### config.mk
export PLATFORM = sky130hd
export DESIGN_NAME = ffba_alu
export DESIGN_NICKNAME = d
export VERILOG_FILES = /design/src/rtl/core/first_fit_block_allocator_assert.svh /design/src/rtl/core/ffba_pkg.sv /design/src/rtl/core/ffba_alu.sv
export SDC_FILE = /design/constraint.sdc
export NUM_CORES = 1
export LEC_CHECK = 0
export ABC_AREA = 1
export BUFFER_PORTS_ARGS = -buffer_cell sky130_fd_sc_hd__buf_2
export CAP_MARGIN = 20
export CORE_MARGIN = 2
export CORE_UTILIZATION = 25
export DETAILED_ROUTE_END_ITERATION = 10
export GPL_TIMING_DRIVEN = 0
export SYNTH_ARGS = -nofsm -noshare
export SYNTH_HDL_FRONTEND = slang
export SYNTH_SLANG_ARGS = --single-unit
### constraint.sdc
create_clock -name vclk -period 3.11
set_clock_uncertainty 0.2 [all_clocks]
set_input_delay 0.622 -clock vclk [all_inputs]
set_output_delay 0.622 -clock vclk [all_outputs]
set_load 0.005 [all_outputs]
### src/rtl/core/first_fit_block_allocator_assert.svh
// Assertion macros used by the allocator RTL.
`ifndef FIRST_FIT_BLOCK_ALLOCATOR_ASSERT_SVH
`define FIRST_FIT_BLOCK_ALLOCATOR_ASSERT_SVH

// Same-cycle implication, disabled during reset.
`define FFBA_ASSERT_NOW(label, clk, rst, ante, cons) \
   label: assert property (@(posedge clk) disable iff (rst) (ante) |-> (cons)) \
      else $error("allocator check failed: same-cycle rule");

// Next-cycle implication, disabled during reset.
`define FFBA_ASSERT_NEXT(label, clk, rst, ante, cons) \
   label: assert property (@(posedge clk) disable iff (rst) (ante) |=> (cons)) \
      else $error("allocator check failed: next-cycle rule");

`endif

### src/rtl/core/ffba_pkg.sv
// Shared types and constants of the first-fit block allocator.
package ffba_pkg;

   localparam int OFF_W       = 12;
   localparam int REQ_W       = 13;
   localparam int REQ_ROUND_W = REQ_W + 1;

   localparam logic OP_ALLOC = 1'b0;
   localparam logic OP_FREE  = 1'b1;

   typedef struct packed {
      logic             opcode;
      logic [REQ_W-1:0] request_size;
      logic [OFF_W-1:0] block_offset;
   } req_type;

   typedef struct packed {
      logic [OFF_W-1:0] payload_offset;
      logic             ok;
   } rsp_type;

   // sub: a - b (else a + b); hdr: also subtract / add the header size
   typedef struct packed {
      logic sub;
      logic hdr;
   } alu_op_type;

   typedef struct packed {
      logic neg;
      logic ge_zone;
      logic gt_zone;
   } alu_flags_type;

endpackage

### src/rtl/core/ffba_alu.sv
// Shared add/subtract unit with header offset and zone-limit flags.
module ffba_alu #(
   parameter int W            = 15,
   parameter int HEADER_BYTES = 16,
   parameter int ZONE_BYTES   = 4096
) (
   input  logic [W-1:0]            opa,
   input  logic [W-1:0]            opb,
   input  ffba_pkg::alu_op_type    op,
   output logic [W-1:0]            res,
   output ffba_pkg::alu_flags_type flags
);
   import ffba_pkg::*;

   localparam logic [W:0] HDR_X  = (W+1)'(HEADER_BYTES);
   localparam logic [W:0] ZONE_X = (W+1)'(ZONE_BYTES);

   logic [W:0] a_x;
   logic [W:0] b_x;
   logic [W:0] h_x;
   logic [W:0] sum_x;

   assign a_x   = {1'b0, opa};
   assign b_x   = {1'b0, opb};
   assign h_x   = op.hdr ? HDR_X : '0;
   assign sum_x = op.sub ? (a_x - b_x - h_x) : (a_x + b_x + h_x);

   assign res           = sum_x[W-1:0];
   assign flags.neg     = op.sub & sum_x[W];
   assign flags.ge_zone = !flags.neg && (sum_x >= ZONE_X);
   assign flags.gt_zone = !flags.neg && (sum_x > ZONE_X);

endmodule

==> After elaboration in Yosys (flattened, before gate mapping) <==
Index checks and enable logic that the tools add are counted.
{ "word_totals": {"ff_bits": 0, "inputBits": 32, "out_inout_bits": 18, "word_cells": 12} }
{ "op_classes": {"n_addsub": 4, "order_cmp": 2, "mux": 2, "n_bitwise": 1, "reduce_logical": 3} }
{ "ops": {"columns": ["operator", "count"], "rows": [
  ["$add 15x15->16", 1],
  ["$add 16x5->16", 1],
  ["$ge 16x13->1 const B", 1],
  ["$gt 16x13->1 const B", 1],
  ["$mux 16", 1],
  ["$sub 15x15->16", 1],
  ["$sub 16x5->16", 1],
  ["$mux 5", 1],
  ["$logic_and 1x1->1", 2],
  ["$and 1x1->1", 1],
  ["$logic_not 1->1", 1]
]} }

==> Longest topological paths before layout <==
Gate-level depths: netlist (run 1).
{ "depth": {"depth_word": 6, "depth_mapped": 20, "mapped_depth_nobuf": 20} }

==> Worst setup path before layout (run 1) <==
No wires, ideal clock.
{ "synth_timing": {"path_type": "input to output", "from": "input opa[4]", "to": "output flags[0] in the netlist's numbering", "t_arrival_ps": 2523, "slack_ps": -235, "cell_stages": 16, "path_buffers": 0, "cell_sequence": "inv_1 -> fa_1 -> inv_1 -> ha_1 -> nand2_1 -> nand2_1 -> a21oi_2 -> nand2_1 -> nand2_1 -> nand3_1 -> nand3_2 -> nand2_1 -> nor2_2 -> nand2_1 -> nor2_1 -> nor2_1"} }
{ "synth_rtl": {"columns": ["element", "line_no", "text"], "rows": [
  ["start, declared", "ffba_alu.sv:7", "input logic [W-1:0] opa,"],
  ["end, declared", "ffba_alu.sv:11", "output ffba_pkg::alu_flags_type flags"]
]} }

==> impl_metrics.ini, run 1 <==
[sta]
rsz0062_at_grt = true
relSlewSlack = 0.841
hold_violations = 0
setup_ws_ps = -556
finalCritPeriodShare = 1.18
final_max_slew_viol_count = 0
timing.fmax_ghz = 0.273
tightest_slew_ps = 239
fin_tns_setup_ps = -3400
period_minus_slack_ps = 3670
finalSetupViolCount = 13

[setup_path]
cp.required_ps = 2290
cp_slowest_cell = fa_1
crit_family = simple AND/OR/NAND/NOR gates
cp_common_cell = nand2_2
cp.arrival_ps = 2840
worstPathCellList = buf_8, inv_8, fa_1, inv_2, ha_4, nand2_4, inv_2, nand2_2, nand2_2, inv_2, nand2_4, nand2_2, nand2_1, nand2_1, nand3_2, nand2_2, nor2_1, nand2_1, nor2_1, nor2_1, buf_2
path_buf_inv = 6
crit_path_start = op[0]
worstSetupStartpointType = primary input
setup.worst_path.end = flags[0]
crit_type = in -> out
crit_path_end_kind = output port
worstSetupPathDepth = 21
max_stage_delay_ps = 550
path_max_fanout = 5

[logic_synthesis]
muxShareOfSynthArea = 0
yosysWarningCount = 0
synth_top_cell_by_area = ha_1
synth_compound_area_frac = 0.0452
synth_adder_area_share = 0.291
synthesis.area_um2 = 2690
yosys.area_share.xor_xnor = 0
synthCells = 492
synth_area_per_cell_um2 = 5.46
ys_seq_area_frac = 0
synth_area_leaders = ha_1 26%, nand2_1 21%, inv_1 17%
synthSimpleGateAreaFrac = 0.475
syn_nets = 584
synth_top_cell_area_share = 0.261
ys_types = 27
synth_top_family_by_area = simple AND/OR/NAND/NOR gates

[grt]
grt_first_pass_wirelength_mm = 13.5
grt_overflow = 0
antenna_found_initial = 0
grt_max_degree = 11
grt_usage = 0.140
grt_pass1_vias = 3134

[finish]
nFlopsAndLatches = 0
diodes = 0
area_delta_synth_final_pct = 39.5
final_area_um2 = 3750
regArea_um2 = 0
final_nets = 647
layout-drive-gt1-share = 0.376
utilization = 0.362
nClkBuffers = 0

[status]
violations = negative setup slack
status = finished, violations left

[routing]
drtAntennaViolNets = 0
avgViaCountPerCell = 4.58
vias = 3158
drtPass1Iterations = 4
drc = 0
drt_iter0_drc = 141
routed_wl_mm = 8.27
wl_per_cell_um = 12.0

[floorplan]
fp.dieW_um = 108
core_um2 = 10400
start_util = 0.259
ios = 50
chipHeight_um = 108
design.die.area_um2 = 11600
rows = 37

[placement]
postPlaceCellArea_um2 = 3170
gp_congestion = 0.904
port_buffers = 49
dp_hpwl_mm = 6.56

[power]
power.density_nw_per_um2 = 270
p_leak_nw = 2.18
ir_drop_v = 0.0000660

[flow_run]
maxCapViolations = 0

[worst_hold_path]
hold_class = in -> out

[cts]
ctsHoldBuffers = 0
cells in the mapped netlist (2+ instances only):
library cell  count
inv_2             6
inv_1           121
nor2_1           29
fa_1              4
nand3b_1          5
nand4_1           5
a21oi_2           2
or2_2             2
nor2_2            2
nor3_2            3
a21oi_1          14
nand2_2          17
and2_1            3
ha_1             56
nand3_2           4
nand3_1          55
o21ai_0           2
nand2_1         153
power by group:
group	leakage [nW]	total (mW)	internal, mW	switching, mW
registers	0	0	0	0
clock network	0	0	0	0
logic	2.18	1.01	0.410	0.604
total	2.18	1.01	0.410	0.604
through the flow:
step | total power [mW] | worst slack, ps | hold WS (ps) | cells
5_1_grt | 1.13 | -718 | 1460 | 689
4_1_cts | 0.874 | -603 | 1390 | 686
2_1_floorplan | 0.556 | -122 | 1230 | 492
6_report | 1.01 | -556 | 1400 | 689
3_5_place_dp | 0.769 | -770 | 1390 | 677
3_3_place_gp | 0.756 | -780 | 1390 | 677
worst min path at each step:
| stage | startpoint | to | slack (ps) | depth (start not counted) |
|---|---|---|---|---|
| after floorplan | opa[1] | res[0] | 1230 | 4 |
| after global placement | op[1] | res[0] | 1390 | 4 |
| after detailed placement | op[1] | res[0] | 1390 | 4 |
| after CTS | op[1] | res[0] | 1390 | 4 |
| after global routing | op[1] | res[0] | 1460 | 4 |
| final | op[1] | res[0] | 1400 | 4 |
cells in the final DEF (no fill, tap or decap), types with 11 or more instances in the layout:
| cell type | n |
|---|---|
| buf_6 | 13 |
| nand2_2 | 44 |
| nand3_1 | 32 |
| inv_1 | 103 |
| nor2_1 | 21 |
| ha_1 | 45 |
| nand2_1 | 114 |
| a21oi_1 | 11 |
| inv_2 | 22 |
| nand2_4 | 13 |
| nand3_2 | 27 |
| buf_2 | 40 |
kinds of logic after synthesis:
family	after synthesis
adder cells (fa/ha/maj)	60
AND/OR/NAND/NOR	282
AO/OA/AOI/OAI	20
buffers and inverters	130
cell type report:
| type | instances | area (um^2) |
|---|---|---|
| fill | 1127 | 6620 |
| tap | 136 | 170 |
| multi-input combinational | 362 | 2630 |
| buffer | 3 | 32.5 |
| inverter | 127 | 487 |
| timing repair buffer | 61 | 430 |
layer usage:
metal  share of wire  vias to the layer above  track usage
met5               0                        -            0
met4           0.022                        0       0.0357
met3           0.033                       16      0.00787
met2            0.53                       65        0.273
met1            0.41                     1454        0.164
li1                -                     1623            -
repair_timing:
action                     CTS  global route
pin swaps                   46            36
setup endpoints to repair   13            13
setup buffers                9             4
gates resized for setup     69            72
No activity file was read; power rests on OpenSTA's default activity.
==> run 2, diff against run 1 <==
--- a/config.mk
+++ b/config.mk
@@ -6,11 +6,11 @@
 export NUM_CORES = 1
 export LEC_CHECK = 0
 export ABC_AREA = 1
-export BUFFER_PORTS_ARGS = -buffer_cell sky130_fd_sc_hd__buf_2
 export CAP_MARGIN = 20
 export CORE_MARGIN = 2
 export CORE_UTILIZATION = 25
 export DETAILED_ROUTE_END_ITERATION = 10
+export DONT_BUFFER_PORTS = 1
 export GPL_TIMING_DRIVEN = 0
 export SYNTH_ARGS = -nofsm -noshare
 export SYNTH_HDL_FRONTEND = slang
==> constraint.sdc (replaced) <==
create_clock -name vclk -period 3.05
set_clock_uncertainty 0.2 [all_clocks]
set_input_delay 0.61 -clock vclk [all_inputs]
set_output_delay 0.61 -clock vclk [all_outputs]
set_load 0.005 [all_outputs]
==> run 2 against run 1 <==
The run still ends with negative setup slack left. Sequential cell count unchanged. Sequential share of layout area unchanged. Wire length decreased by 7.6%. Cell area decreased by 13%. Power decreased by 16%. Die area unchanged. Worst setup slack improved by 140 ps. Utilization decreased by 4.8 points. Non-clock buffer count decreased by 56. Global-route usage decreased by 1.3 points. Final cell count decreased by 8.1%. First-iteration DRC count decreased by 23%. Largest power group unchanged.
==> impl_metrics.ini, run 2 (synthesis results as in run 1) <==
[sta]
finalCritPeriodShare = 1.14
finalSetupViolCount = 10
setup_ws_ps = -415
period_minus_slack_ps = 3460
tightest_slew_ps = 253
rsz0062_at_grt = true
relSlewSlack = 0.830
hold_ws_ps = 1230
hold_violations = 0
final_max_slew_viol_count = 0
timing.fmax_ghz = 0.289
fin_tns_setup_ps = -1250

[worst_hold_path]
min-delay-start = opa[1]
hold_class = in -> out

[placement]
postPlaceCellArea_um2 = 2920
dp_hpwl_mm = 6.51
gp_congestion = 0.888
dp_cells = 628
port_buffers = 0
dp_slack_ps = -583

[finish]
layout-drive-gt1-share = 0.247
regArea_um2 = 0
fillerInstances = 1182
final_common_cell = nand2_1
nClkBuffers = 0
final_area_um2 = 3250
final_nets = 591
area_delta_synth_final_pct = 21.0
diodes = 0
fin_cells = 633
nFlopsAndLatches = 0
utilization = 0.314
final_cell_mix = 126 x nand2_1, 109 x inv_1, 49 x ha_1

[routing]
drtPass1Iterations = 4
vias = 2915
wl_per_cell_um = 12.1
drc = 0
drtAntennaViolNets = 0
drt_iter0_drc = 109
routed_wl_mm = 7.64
avgViaCountPerCell = 4.61

[setup_path]
path_max_fanout = 5
crit_type = in -> out
crit_path_start = op[0]
cp.arrival_ps = 2650
crit_path_end_kind = output port
cp.required_ps = 2240
worstSetupStartpointType = primary input

[grt]
grt_overflow = 0
grt_max_degree = 11
grt_usage = 0.127
grt_pass1_vias = 2879
antenna_found_initial = 0
grt_first_pass_wirelength_mm = 12.3

[floorplan]
fp.dieW_um = 108
chipHeight_um = 108
core_um2 = 10400
design.die.area_um2 = 11600
rows = 37
start_util = 0.259
ios = 50

[flow_run]
maxCapViolations = 0

[power]
p_total_mw = 0.852
power.density_nw_per_um2 = 262
ir_drop_v = 0.0000579
p_leak_nw = 1.91

[status]
status = finished, violations left
violations = negative setup slack

[cts]
ctsHoldBuffers = 0
-- run 2: cell count changes in the layout (fill, tap and decap cells not counted), sizes merged --
cell	change
buf	-56
-- run 2: power by group --
group	internal (mW)	switching, mW	total [mW]	leakage [nW]
sequential	0	0	0	0
combinational	0.312	0.541	0.852	1.91
clock	0	0	0	0
-- run 2: worst paths after layout --
check | endpoint | slack (ps) | cells after the start
max | flags[0] | -410 | 17
min | res[0] | 1230 | 4
-- run 2: layout make-up --
type                       instances  area [um^2]  share of cell area
tap                              136          170              0.0523
timing repair buffer               5         41.3              0.0127
buffer                             3         32.5              0.0100
inverter                         127          497               0.153
multi-input combinational        362         2510               0.772
-- run 2: timing repair --
action / CTS / global route
gates resized for setup: 50 / 35
pin swaps: 29 / 23
setup endpoints to repair: 11 / 13
buffers inserted: 3 / 2
-- run 2: routing by layer --
| metal | track usage | part of all wire | vias to the layer above |
|---|---|---|---|
| met5 | 0 | 0 | - |
| met3 | 0.00908 | 0.035 | 21 |
| li1 | - | - | 1512 |
| met1 | 0.146 | 0.41 | 1325 |
| met4 | 0.0339 | 0.033 | 0 |
| met2 | 0.248 | 0.52 | 57 |
-- run 2: worst max-delay path: stages --
cell	delay [ps]
inv_8	10
fa_1	560
inv_2	70
ha_4	300
nand2_2	50
nand2_2	70
inv_2	40
nand2_2	70
inv_2	40
nand3_1	80
nand3_2	90
nand2_2	100
nand3_2	90
nor3_4	210
nand2_1	90
nor2_2	80
nor2_1	50
